--- src/pcl_pkg.sv ---
// Shared types, codes and constants for the positional character list.
// No dependencies; every other file of the block but pcl_ram imports this package.
package pcl_pkg;

    localparam int CAPACITY_DEF = 64;

    typedef enum logic [1:0] {
        OP_ADD    = 2'd0,
        OP_DELETE = 2'd1,
        OP_GET    = 2'd2,
        OP_PRINT  = 2'd3
    } t_op;

    typedef enum logic [1:0] {
        ST_OK      = 2'd0,
        ST_INVALID = 2'd1,
        ST_FULL    = 2'd2,
        ST_EMPTY   = 2'd3
    } t_status;

    typedef struct packed {
        t_op        operation;
        logic [7:0] position;
        logic [7:0] item;
    } t_request;

    typedef struct packed {
        t_status    status;
        logic [7:0] character;
        logic       last;
    } t_result;

    // Commands from the controller to the datapath.
    typedef struct packed {
        logic load;   // capture request, decode, update count
        logic shift;  // read one entry and queue its move
        logic drain;  // retire the last queued move
        logic put;    // write the new character at its slot
        logic rd;     // read the entry for get or print
        logic ld;     // load the read character into the result
        logic next;   // advance to the next print entry
    } t_cmd;

    // Status from the datapath to the controller.
    typedef struct packed {
        t_op  op;
        logic ok;
        logic need_shift;
        logic at_end;
        logic last;
    } t_sts;

endpackage

--- src/pcl_ram.sv ---
// Generic single-write, single-read RAM with registered read data.
// No dependencies.
module pcl_ram #(
    parameter int WIDTH = 8,
    parameter int DEPTH = 64
) (
    input  logic                     i_clk,
    input  logic                     i_wr_en,
    input  logic [$clog2(DEPTH)-1:0] i_wr_addr,
    input  logic [WIDTH-1:0]         i_wr_data,
    input  logic                     i_rd_en,
    input  logic [$clog2(DEPTH)-1:0] i_rd_addr,
    output logic [WIDTH-1:0]         o_rd_data
);

    logic [WIDTH-1:0] r_mem [DEPTH];
    logic [WIDTH-1:0] r_rd_data;

    always_ff @(posedge i_clk) begin
        if (i_wr_en) begin
            r_mem[i_wr_addr] <= i_wr_data;
        end
        if (i_rd_en) begin
            r_rd_data <= r_mem[i_rd_addr];
        end
    end

    assign o_rd_data = r_rd_data;

endmodule

--- src/pcl_dp.sv ---
// Datapath: request decode, element count, shift pipeline and result register.
// Depends on pcl_pkg and pcl_ram.
module pcl_dp
    import pcl_pkg::*;
#(
    parameter int CAPACITY = CAPACITY_DEF
) (
    input  logic     i_clk,
    input  logic     i_rst_n,
    input  t_request i_req,
    input  t_cmd     i_cmd,
    output t_sts     o_sts,
    output t_result  o_rsp
);

    localparam int AW = $clog2(CAPACITY);
    localparam int CW = $clog2(CAPACITY + 1);

    logic [CW-1:0] r_count, n_count;
    logic [AW-1:0] r_idx, r_end, r_slot, r_waddr;
    logic          r_wpend;
    logic [7:0]    r_item;
    t_op           r_op;
    logic          r_ok, r_need;
    t_result       r_out;

    logic [8:0]    pos9, n9, pos_add;
    t_status       d_status;
    logic [8:0]    d_slot, d_idx, d_end;
    logic          d_need;

    logic          wr_en;
    logic [AW-1:0] wr_addr;
    logic [7:0]    wr_data;
    logic [7:0]    rd_data;

    always_comb begin
        pos9     = {1'b0, i_req.position};
        n9       = 9'(r_count);
        pos_add  = (pos9 == 9'd0) ? 9'd1 : pos9;
        d_status = ST_OK;
        d_slot   = 9'd0;
        d_idx    = 9'd0;
        d_end    = 9'd0;
        d_need   = 1'b0;
        case (i_req.operation)
            OP_ADD: begin
                if (pos_add > n9 + 9'd1) begin
                    d_status = ST_INVALID;
                end else if (n9 >= 9'(CAPACITY)) begin
                    d_status = ST_FULL;
                end
                d_slot = pos_add - 9'd1;
                d_need = d_slot < n9;
                d_idx  = n9 - 9'd1;
                d_end  = d_slot;
            end
            OP_DELETE: begin
                if (pos9 == 9'd0 || pos9 > n9) begin
                    d_status = ST_INVALID;
                end
                d_slot = pos9 - 9'd1;
                d_need = pos9 < n9;
                d_idx  = pos9;
                d_end  = n9 - 9'd1;
            end
            OP_GET: begin
                if (pos9 == 9'd0 || pos9 > n9) begin
                    d_status = ST_INVALID;
                end
                d_idx = pos9 - 9'd1;
            end
            OP_PRINT: begin
                if (n9 == 9'd0) begin
                    d_status = ST_EMPTY;
                end
            end
            default: begin
                d_status = ST_INVALID;
            end
        endcase
    end

    always_comb begin
        n_count = r_count;
        if (i_cmd.load && d_status == ST_OK) begin
            if (i_req.operation == OP_ADD) begin
                n_count = r_count + CW'(1);
            end else if (i_req.operation == OP_DELETE) begin
                n_count = r_count - CW'(1);
            end
        end
    end

    always_ff @(posedge i_clk) begin
        if (!i_rst_n) begin
            r_count <= '0;
            r_wpend <= 1'b0;
        end else begin
            r_count <= n_count;
            if (i_cmd.load || i_cmd.drain) begin
                r_wpend <= 1'b0;
            end else if (i_cmd.shift) begin
                r_wpend <= 1'b1;
            end
        end
    end

    always_ff @(posedge i_clk) begin
        if (i_cmd.load) begin
            r_op            <= i_req.operation;
            r_item          <= i_req.item;
            r_ok            <= (d_status == ST_OK);
            r_need          <= d_need;
            r_slot          <= d_slot[AW-1:0];
            r_idx           <= d_idx[AW-1:0];
            r_end           <= d_end[AW-1:0];
            r_out.status    <= d_status;
            r_out.character <= 8'd0;
            r_out.last      <= 1'b1;
        end
        if (i_cmd.shift) begin
            // Queue the move of the entry read now; walk toward the end index.
            if (r_op == OP_ADD) begin
                r_waddr <= r_idx + AW'(1);
                r_idx   <= r_idx - AW'(1);
            end else begin
                r_waddr <= r_idx - AW'(1);
                r_idx   <= r_idx + AW'(1);
            end
        end
        if (i_cmd.ld) begin
            r_out.status    <= ST_OK;
            r_out.character <= rd_data;
            r_out.last      <= (r_op != OP_PRINT) || (r_idx == AW'(r_count - CW'(1)));
        end
        if (i_cmd.next) begin
            r_idx <= r_idx + AW'(1);
        end
    end

    always_comb begin
        wr_en   = 1'b0;
        wr_addr = r_waddr;
        wr_data = rd_data;
        if (i_cmd.put) begin
            wr_en   = 1'b1;
            wr_addr = r_slot;
            wr_data = r_item;
        end else if (r_wpend) begin
            wr_en = 1'b1;
        end
    end

    pcl_ram #(
        .WIDTH (8),
        .DEPTH (CAPACITY)
    ) u_ram (
        .i_clk     (i_clk),
        .i_wr_en   (wr_en),
        .i_wr_addr (wr_addr),
        .i_wr_data (wr_data),
        .i_rd_en   (i_cmd.shift || i_cmd.rd),
        .i_rd_addr (r_idx),
        .o_rd_data (rd_data)
    );

    assign o_sts.op         = r_op;
    assign o_sts.ok         = r_ok;
    assign o_sts.need_shift = r_need;
    assign o_sts.at_end     = (r_idx == r_end);
    assign o_sts.last       = r_out.last;
    assign o_rsp            = r_out;

endmodule

--- src/pcl_ctrl.sv ---
// Controller: sequences decode, entry shifting, reads and result handshakes.
// Depends on pcl_pkg.
module pcl_ctrl
    import pcl_pkg::*;
(
    input  logic i_clk,
    input  logic i_rst_n,
    input  logic i_req_valid,
    output logic o_req_ready,
    output logic o_rsp_valid,
    input  logic i_rsp_ready,
    input  t_sts i_sts,
    output t_cmd o_cmd
);

    typedef enum logic [7:0] {
        S_IDLE  = 8'b0000_0001,
        S_DISP  = 8'b0000_0010,
        S_SHIFT = 8'b0000_0100,
        S_DRAIN = 8'b0000_1000,
        S_PUT   = 8'b0001_0000,
        S_RD    = 8'b0010_0000,
        S_LD    = 8'b0100_0000,
        S_OUT   = 8'b1000_0000
    } t_state;

    t_state r_state, n_state;

    always_comb begin
        n_state = r_state;
        o_cmd   = '0;
        case (r_state)
            S_IDLE: begin
                if (i_req_valid) begin
                    o_cmd.load = 1'b1;
                    n_state    = S_DISP;
                end
            end
            S_DISP: begin
                if (!i_sts.ok) begin
                    n_state = S_OUT;
                end else begin
                    case (i_sts.op)
                        OP_ADD:    n_state = i_sts.need_shift ? S_SHIFT : S_PUT;
                        OP_DELETE: n_state = i_sts.need_shift ? S_SHIFT : S_OUT;
                        default:   n_state = S_RD;
                    endcase
                end
            end
            S_SHIFT: begin
                o_cmd.shift = 1'b1;
                if (i_sts.at_end) begin
                    n_state = S_DRAIN;
                end
            end
            S_DRAIN: begin
                o_cmd.drain = 1'b1;
                n_state     = (i_sts.op == OP_ADD) ? S_PUT : S_OUT;
            end
            S_PUT: begin
                o_cmd.put = 1'b1;
                n_state   = S_OUT;
            end
            S_RD: begin
                o_cmd.rd = 1'b1;
                n_state  = S_LD;
            end
            S_LD: begin
                o_cmd.ld = 1'b1;
                n_state  = S_OUT;
            end
            S_OUT: begin
                if (i_rsp_ready) begin
                    if (i_sts.op == OP_PRINT && !i_sts.last) begin
                        o_cmd.next = 1'b1;
                        n_state    = S_RD;
                    end else begin
                        n_state = S_IDLE;
                    end
                end
            end
            default: begin
                n_state = S_IDLE;
            end
        endcase
    end

    always_ff @(posedge i_clk) begin
        if (!i_rst_n) begin
            r_state <= S_IDLE;
        end else begin
            r_state <= n_state;
        end
    end

    assign o_req_ready = (r_state == S_IDLE);
    assign o_rsp_valid = (r_state == S_OUT);

endmodule

--- src/positional_char_list_core.sv ---
// Top level of the positional character list: controller, datapath and store.
// Depends on pcl_pkg, pcl_ctrl and pcl_dp (which holds pcl_ram).
//
//   channel   valid         ready         payload
//   request   i_req_valid   o_req_ready   i_req  (t_request)
//   result    o_rsp_valid   i_rsp_ready   o_rsp  (t_result)
//
// One request at a time. A get decodes, reads its entry and loads the result;
// an add that moves entries shifts them, retires the last move and then writes
// the new character, and such a delete shifts and retires only, one entry per cycle
// through the single read port and write port of the store. Print reads and
// loads each character, then waits for each result to be taken. Reset clears
// the count and the controller; the store keeps its contents and needs no clearing.
// A stalled result holds in its register until taken.
module positional_char_list_core
    import pcl_pkg::*;
#(
    parameter int CAPACITY = CAPACITY_DEF
) (
    input  logic     i_clk,
    input  logic     i_rst_n,
    input  logic     i_req_valid,
    output logic     o_req_ready,
    input  t_request i_req,
    output logic     o_rsp_valid,
    input  logic     i_rsp_ready,
    output t_result  o_rsp
);

    t_cmd cmd;
    t_sts sts;

    pcl_ctrl u_ctrl (
        .i_clk       (i_clk),
        .i_rst_n     (i_rst_n),
        .i_req_valid (i_req_valid),
        .o_req_ready (o_req_ready),
        .o_rsp_valid (o_rsp_valid),
        .i_rsp_ready (i_rsp_ready),
        .i_sts       (sts),
        .o_cmd       (cmd)
    );

    pcl_dp #(
        .CAPACITY (CAPACITY)
    ) u_dp (
        .i_clk   (i_clk),
        .i_rst_n (i_rst_n),
        .i_req   (i_req),
        .i_cmd   (cmd),
        .o_sts   (sts),
        .o_rsp   (o_rsp)
    );

    // A request is never taken while a result is on offer.
    a_no_overlap: assert property (@(posedge i_clk) disable iff (!i_rst_n)
        !(o_req_ready && o_rsp_valid))
        else $error("request ready while result valid");

    // A result never follows its request in the next cycle.
    a_decode_gap: assert property (@(posedge i_clk) disable iff (!i_rst_n)
        (i_req_valid && o_req_ready) |=> !o_rsp_valid)
        else $error("result too soon after request");

    // After the final result is taken the block is ready for the next request.
    a_last_frees: assert property (@(posedge i_clk) disable iff (!i_rst_n)
        (o_rsp_valid && i_rsp_ready && o_rsp.last) |=> o_req_ready)
        else $error("block not ready after final result");

    // A print result that is not final leads to more output, not a new request.
    a_print_more: assert property (@(posedge i_clk) disable iff (!i_rst_n)
        (o_rsp_valid && i_rsp_ready && !o_rsp.last) |=> (!o_req_ready && !o_rsp_valid))
        else $error("print stopped before final result");

endmodule

--- config.mk ---
export PLATFORM = sky130hd
export DESIGN_NAME = positional_char_list_core
export DESIGN_NICKNAME = d
export VERILOG_FILES = /design/src/pcl_pkg.sv /design/src/pcl_ram.sv /design/src/pcl_dp.sv /design/src/pcl_ctrl.sv /design/src/positional_char_list_core.sv
export SDC_FILE = /design/constraint.sdc
export NUM_CORES = 1
export LEC_CHECK = 0
export BUFFER_PORTS_ARGS = -buffer_cell sky130_fd_sc_hd__buf_2
export CAP_MARGIN = 20
export CORE_MARGIN = 3
export CORE_UTILIZATION = 37
export CTS_BUF_LIST = sky130_fd_sc_hd__clkbuf_2
export DETAILED_ROUTE_END_ITERATION = 10
export GPL_ROUTABILITY_DRIVEN = 0
export PLACE_DENSITY_LB_ADDON = 0.15
export SLEW_MARGIN = 25
export SYNTH_ARGS = -nofsm -noshare
export SYNTH_HDL_FRONTEND = slang
export SYNTH_HIERARCHICAL = 1
export SYNTH_SLANG_ARGS = --single-unit
--- constraint.sdc ---
create_clock -name i_clk -period 4.55 [get_ports i_clk]
set_input_delay 0.91 -clock i_clk [delete_from_list [all_inputs] [get_ports i_clk]]
set_output_delay 0.91 -clock i_clk [all_outputs]
set_load 0.01 [all_outputs]
Word-level counts from Yosys, hierarchy flattened. Memory sizes are Yosys's and may differ from the RTL's. A register that Yosys moved wholly into a read port is not among the register bits. Index checks and enable logic that the tools add are counted.

Bits in registers: 63. Bits in writable memories: 512. Memories kept: 1.

Add/sub/neg operators: 8. $lt $le $gt $ge: 5. Equality and inequality tests: 19. Muxes and demuxes: 45. Bitwise logic cells: 1. Reduce and logical (&&, ||, !) cells: 20.

Memories: u_dp.u_ram.r_mem (words 64, bits a word 8, read ports 1, clocked after Yosys merged registers in 1, write ports 1, line pcl_ram.sv:16) `logic [WIDTH-1:0] r_mem [DEPTH];`.

Operators by type and width (count): 8-bit two-way mux (8); 8-bit one-hot mux with 7 select lines (1); 6-bit two-way mux (7); 6-bit one-hot mux with 2 select lines (2); 9-bit two-way mux (2); 6-bit one-hot mux with 3 select lines (1); 6-bit by 1-bit subtractor with 6-bit output (second input constant) (3); 8-bit one-hot mux with 2 select lines (1); 1-bit two-way mux (15); 7-bit two-way mux (2); 6-bit == test (2); 9-bit greater-than comparator (1); 9-bit by 7-bit < comparator with 1-bit output (1); 8-bit by 1-bit subtractor with 9-bit output (second input constant) (1); 7-bit by 1-bit adder with 8-bit output (second input constant) (1); 8-bit by 1-bit == test with 1-bit output (second input constant) (1); 8-bit by 2-bit == test with 1-bit output (second input constant) (1); 8-bit by 3-bit == test with 1-bit output (second input constant) (1); 8-bit by 4-bit == test with 1-bit output (second input constant) (1); 8-bit by 5-bit == test with 1-bit output (second input constant) (1); 8-bit by 6-bit == test with 1-bit output (second input constant) (1); 8-bit by 7-bit == test with 1-bit output (second input constant) (1); 8-bit == test (second input constant) (1); 8-bit by 7-bit greater-than comparator with 1-bit output (1); 25 further kinds (41).

Logic depth before layout (Yosys ltp).
Depth in word-level cells: 8. Mapped depth: 15. Gate-level depth less buffers: 15.

By module. Netlist, hierarchy kept.

Modules (own cells, without submodules): pcl_ram (times used 1, cells an instance 940, area each 20246.9 µm², seq. area each 15615.0 µm²); pcl_dp (times used 1, cells an instance 408, area each 3951.3 µm², seq. area each 1551.5 µm²); pcl_ctrl (times used 1, cells an instance 64, area each 538.0 µm², seq. area each 160.2 µm²).

Worst setup path before layout. OpenSTA, ideal clock, no wires.

Path kind: input-to-reg. Start point: input port i_req[8] in the netlist's numbering. End point: register u_dp.r_count[4]. Arrival: 3.421 ns. Data required time: 4.480 ns. Path slack: 1.059 ns. Stages on the path: 14. Cells stage by stage: inv_1 -> ha_1 -> nor3b_2 -> nand2_1 -> nand2_1 -> inv_1 -> ha_1 -> nand4_1 -> o221ai_1 -> o2111ai_1 -> o211ai_1 -> nand3b_4 -> or3_1 -> a21boi_1.

Word-level cells in the longest chain between the ends: 8. Elaborated cells between the ends (all ways): 11.

Ends and longest elaborated chain: start, declared (line positional_char_list_core.sv:24) `input t_request i_req,`; 8-bit logical NOT (line pcl_dp.sv:40, pcl_dp.sv:59, pcl_dp.sv:68); 8-bit two-way mux (line pcl_dp.sv:40) `pos_add = (pos9 == 9'd0) ? 9'd1 : pos9;`; 9-bit greater-than comparator (line pcl_dp.sv:48) `if (pos_add > n9 + 9'd1) begin`; 2-bit two-way mux (line pcl_dp.sv:48); 2-bit one-hot mux with 3 select lines (*) (line pcl_dp.sv:46) `case (i_req.operation)`; 2-bit logical NOT (*) (line pcl_dp.sv:86) `if (i_cmd.load && d_status == ST_OK) begin`; 1-bit logical AND (*) (line pcl_dp.sv:86); 2-bit AND reduction (no line) (*); end signal, assigned (line pcl_dp.sv:100) `r_count <= n_count;`; end, declared (line pcl_dp.sv:19) `logic [CW-1:0] r_count, n_count;`.

Mark *: on every way between the ends. The rest lies on a longest branch, timed or not. A chain may end at the register's enable or synchronous reset.

Worst setup path in the final report.
Start point: register u_ctrl.r_state[4]. End point: output port o_rsp_valid.

Word-level cells in the longest chain between the ends: 1.

Ends and longest elaborated chain: start, declared (line pcl_ctrl.sv:27) `t_state r_state, n_state;`; start signal, assigned (line pcl_ctrl.sv:92) `r_state <= n_state;`; 8-bit == test (line pcl_ctrl.sv:97) `assign o_rsp_valid = (r_state == S_OUT);`; end, declared (line positional_char_list_core.sv:25) `output logic o_rsp_valid,`.

No other way between the ends.

==> run metrics <==
outcome=finished, final reports clean; CP Launch Point=u_ctrl/r_state[4]; Total Power=12.1 mW; #FFs+latches synth=583; Max-cap violations=0; Worst-Skew Late Latency=1250 ps; Tightest Pin Transition=1040 ps; dpl cells=2331; core footprint=0.0660 mm2; initial antenna violation count=2; final setup violating endpoints=0; DRC Markers=0; dominant synthesized flop cell=edfxtp_1; Total GRT Usage=18.1%; maximum VDD drop=0.218 mV; Die H=265 um; Crit. End Element=output pin; HP Class=primary input to flip-flop; Hold Vio Cnt, Final=0; top cell type's share of synthesized area=68.6%; number of global-route vias before repair=14300; Critical Path RT=3640 ps; crit path DAT=2650 ps; pwr dens=434 mW/mm2; Period minus WS final=3560 ps; R2R setup slack=1060 ps; hold slack=255 ps; via count=13900; post-DR vias/cell=5.32; Final ANT Viol Nets=0; TritonCTS clock tree=yes; CTS root buf=clkbuf_2; hold endpoint=u_dp/r_need; dpl hpwl=39200 um; Final Skew=67.0 ps; Die W=265 um; Crit Reg-Reg Startpoint=u_dp/r_count[2]; worst-path fanout max=6; starting density of the core=37.5%; Lkg Pwr=9.36 nW; FMAX=0.281 GHz; die area=0.0700 mm2; drt first pass iters=8; CTS buffer count=152; ys async rst share=0%; Worst-path clk slew=110 ps; fin util=42.2%; first-pass GRT wire length=92900 um; num ports=35; Post-Route WL=62300 um; IO Port Bufs=34; clock sinks=583; Post-synth EDFFs=565; Max Root-Sink Buffers=3; FILL cells=5964; Synth Warn #=6; syn_area_per_cell=17.5 um2; largest net degree at the start of global routing=65; Finished Layout Cells=2607; CP Class=flip-flop to output pin; Post-CTS Setup Inserts=0; area grow syn2layout=12.7%; Synth cell types=74; Seq/Total Area, Yosys=70.0%; fin. max-slew vios=0; leading area contributor after synthesis=edfxtp_1; routed len/inst=23.9 um; Worst Reg-to-Reg Cells=12; H-tree depth=4; Final Net Count=1692; Cells on Worst Hold Path=4; Synth area leaders=edfxtp_1 69%, mux4_2 11%, nor2_1 1.7%; setup_tns=0 ps; Mapped Cells=1412; Syn Nets=1466; Slew headroom=29.5%; Initial DRC Count=1280; Worst Setup Start Kind=flip-flop; Rows=94; layout cells sized above 1=31.0%; period utilisation layout=78.2%; total gr overflow=0; RSZ-0062 raised after global routing=false; Synth Cell Area=0.0247 mm2; hold_sp=i_req[14]; Worst R2R End=u_dp/r_count[4]
[cell usage after synthesis, types with 15 or more instances]
library cell  number
edfxtp_1         565
buf_4             16
ha_1              32
o21ai_1           19
clkbuf_1          41
nor2_1           115
mux2_2            27
xnor2_1           25
nand3_1           29
a21oi_1           28
dfxtp_1           18
nand2_1           50
mux4_2           126
mux2i_1           27
nor3_1            15
nor2b_1           19
inv_1             22
[cell type report]
| type | instances | area, um2 | area share, % |
|---|---|---|---|
| diodes | 2 | 5.00 | 0.0180 |
| well taps | 864 | 1080 | 3.88 |
| clock inverters | 41 | 218 | 0.781 |
| flip-flops and latches | 583 | 17300 | 62.2 |
| multi-input cells | 715 | 6850 | 24.6 |
| clock buffers | 216 | 1080 | 3.88 |
| repair buffers | 156 | 1200 | 4.29 |
| inverters | 30 | 113 | 0.404 |
[where the power goes]
group	switching, mW	internal (mW)
combinational	1.43	1.09
sequential	0.149	5.98
clock	2.07	1.38
total	3.65	8.46
[worst max-delay path, cell delays in order (launching register included)]
cell and delay [ps]:
dfxtp_1 380, nor4_4 400, nand4b_1 320, inv_1 160, buf_2 140
[cells in the final DEF, fill, tap and decap left out, types with 19 or more instances in the layout]
cell | synthesis | final
mux2i_1 | 27 | 27
mux2_2 | 27 | 25
o21ai_1 | 19 | 19
inv_1 | 22 | 22
buf_4 | 16 | 100
nand2_1 | 50 | 50
nor2b_1 | 19 | 19
xnor2_1 | 25 | 25
edfxtp_1 | 565 | 565
nand3_1 | 29 | 29
clkbuf_2 | 0 | 216
mux4_2 | 126 | 126
nor2_1 | 115 | 115
ha_1 | 32 | 32
a21oi_1 | 28 | 28
buf_2 | 13 | 34
clkinv_1 | 3 | 35
[logic make-up after synthesis]
| kind of cell | synth area share, % |
|---|---|
| muxes | 13.8 |
| AOI/OAI and AO/OA | 4.48 |
| adders and majority gates | 1.62 |
| xor gates and xnor gates | 1.35 |
| buffers and inverters | 2.29 |
| and+or+nand+nor | 6.43 |
| DFF | 70.0 |
[flip-flops by register name, indices dropped and copies added, names as in the netlist, 2 cells and up]
| name | count |
|---|---|
| u_dp/r_op | 2 |
| u_dp/r_end | 6 |
| u_ctrl/r_state | 8 |
| u_dp/u_ram/r_mem | 512 |
| u_dp/o_rsp | 11 |
| u_dp/r_slot | 6 |
| u_dp/r_idx | 6 |
| u_dp/r_count | 7 |
| u_dp/r_waddr | 6 |
| u_dp/r_item | 8 |
| u_dp/u_ram/o_rd_data | 8 |
[how the worst max path moves through the flow]
stage | end | slack [ps] | depth (start not counted)
final | o_rsp_valid | 990 | 4
after global routing | o_rsp_valid | 650 | 4
after CTS | o_rsp_valid | 750 | 4
after detailed placement | u_dp/r_count[2] | 460 | 15
after global placement | u_dp/r_count[2] | 590 | 15
after floorplan | u_dp/r_count[4] | 1060 | 14
[routing by layer]
| metal | global-route usage, % | up-vias | wire length (um) |
|---|---|---|---|
| met3 | 4.31 | 94 | 3260 |
| met5 | 0 | - | 0 |
| met1 | 25.6 | 7166 | 28700 |
| met2 | 27.6 | 399 | 28900 |
| met4 | 6.62 | 0 | 1430 |
| li1 | - | 6199 | - |
[per-stage QoR]
step	instance area, um2	setup slack, ps
3_5_place_dp	26400	457
5_1_grt	27900	654
6_report	27900	994
4_1_cts	27800	752
2_1_floorplan	24700	1060
3_3_place_gp	26400	593
[repair_timing]
action                    CTS  global route
hold buffers               16             0
hold endpoints to repair   28             0
resized for setup           0             0
Note: power is estimated with default switching activity, not from simulation.
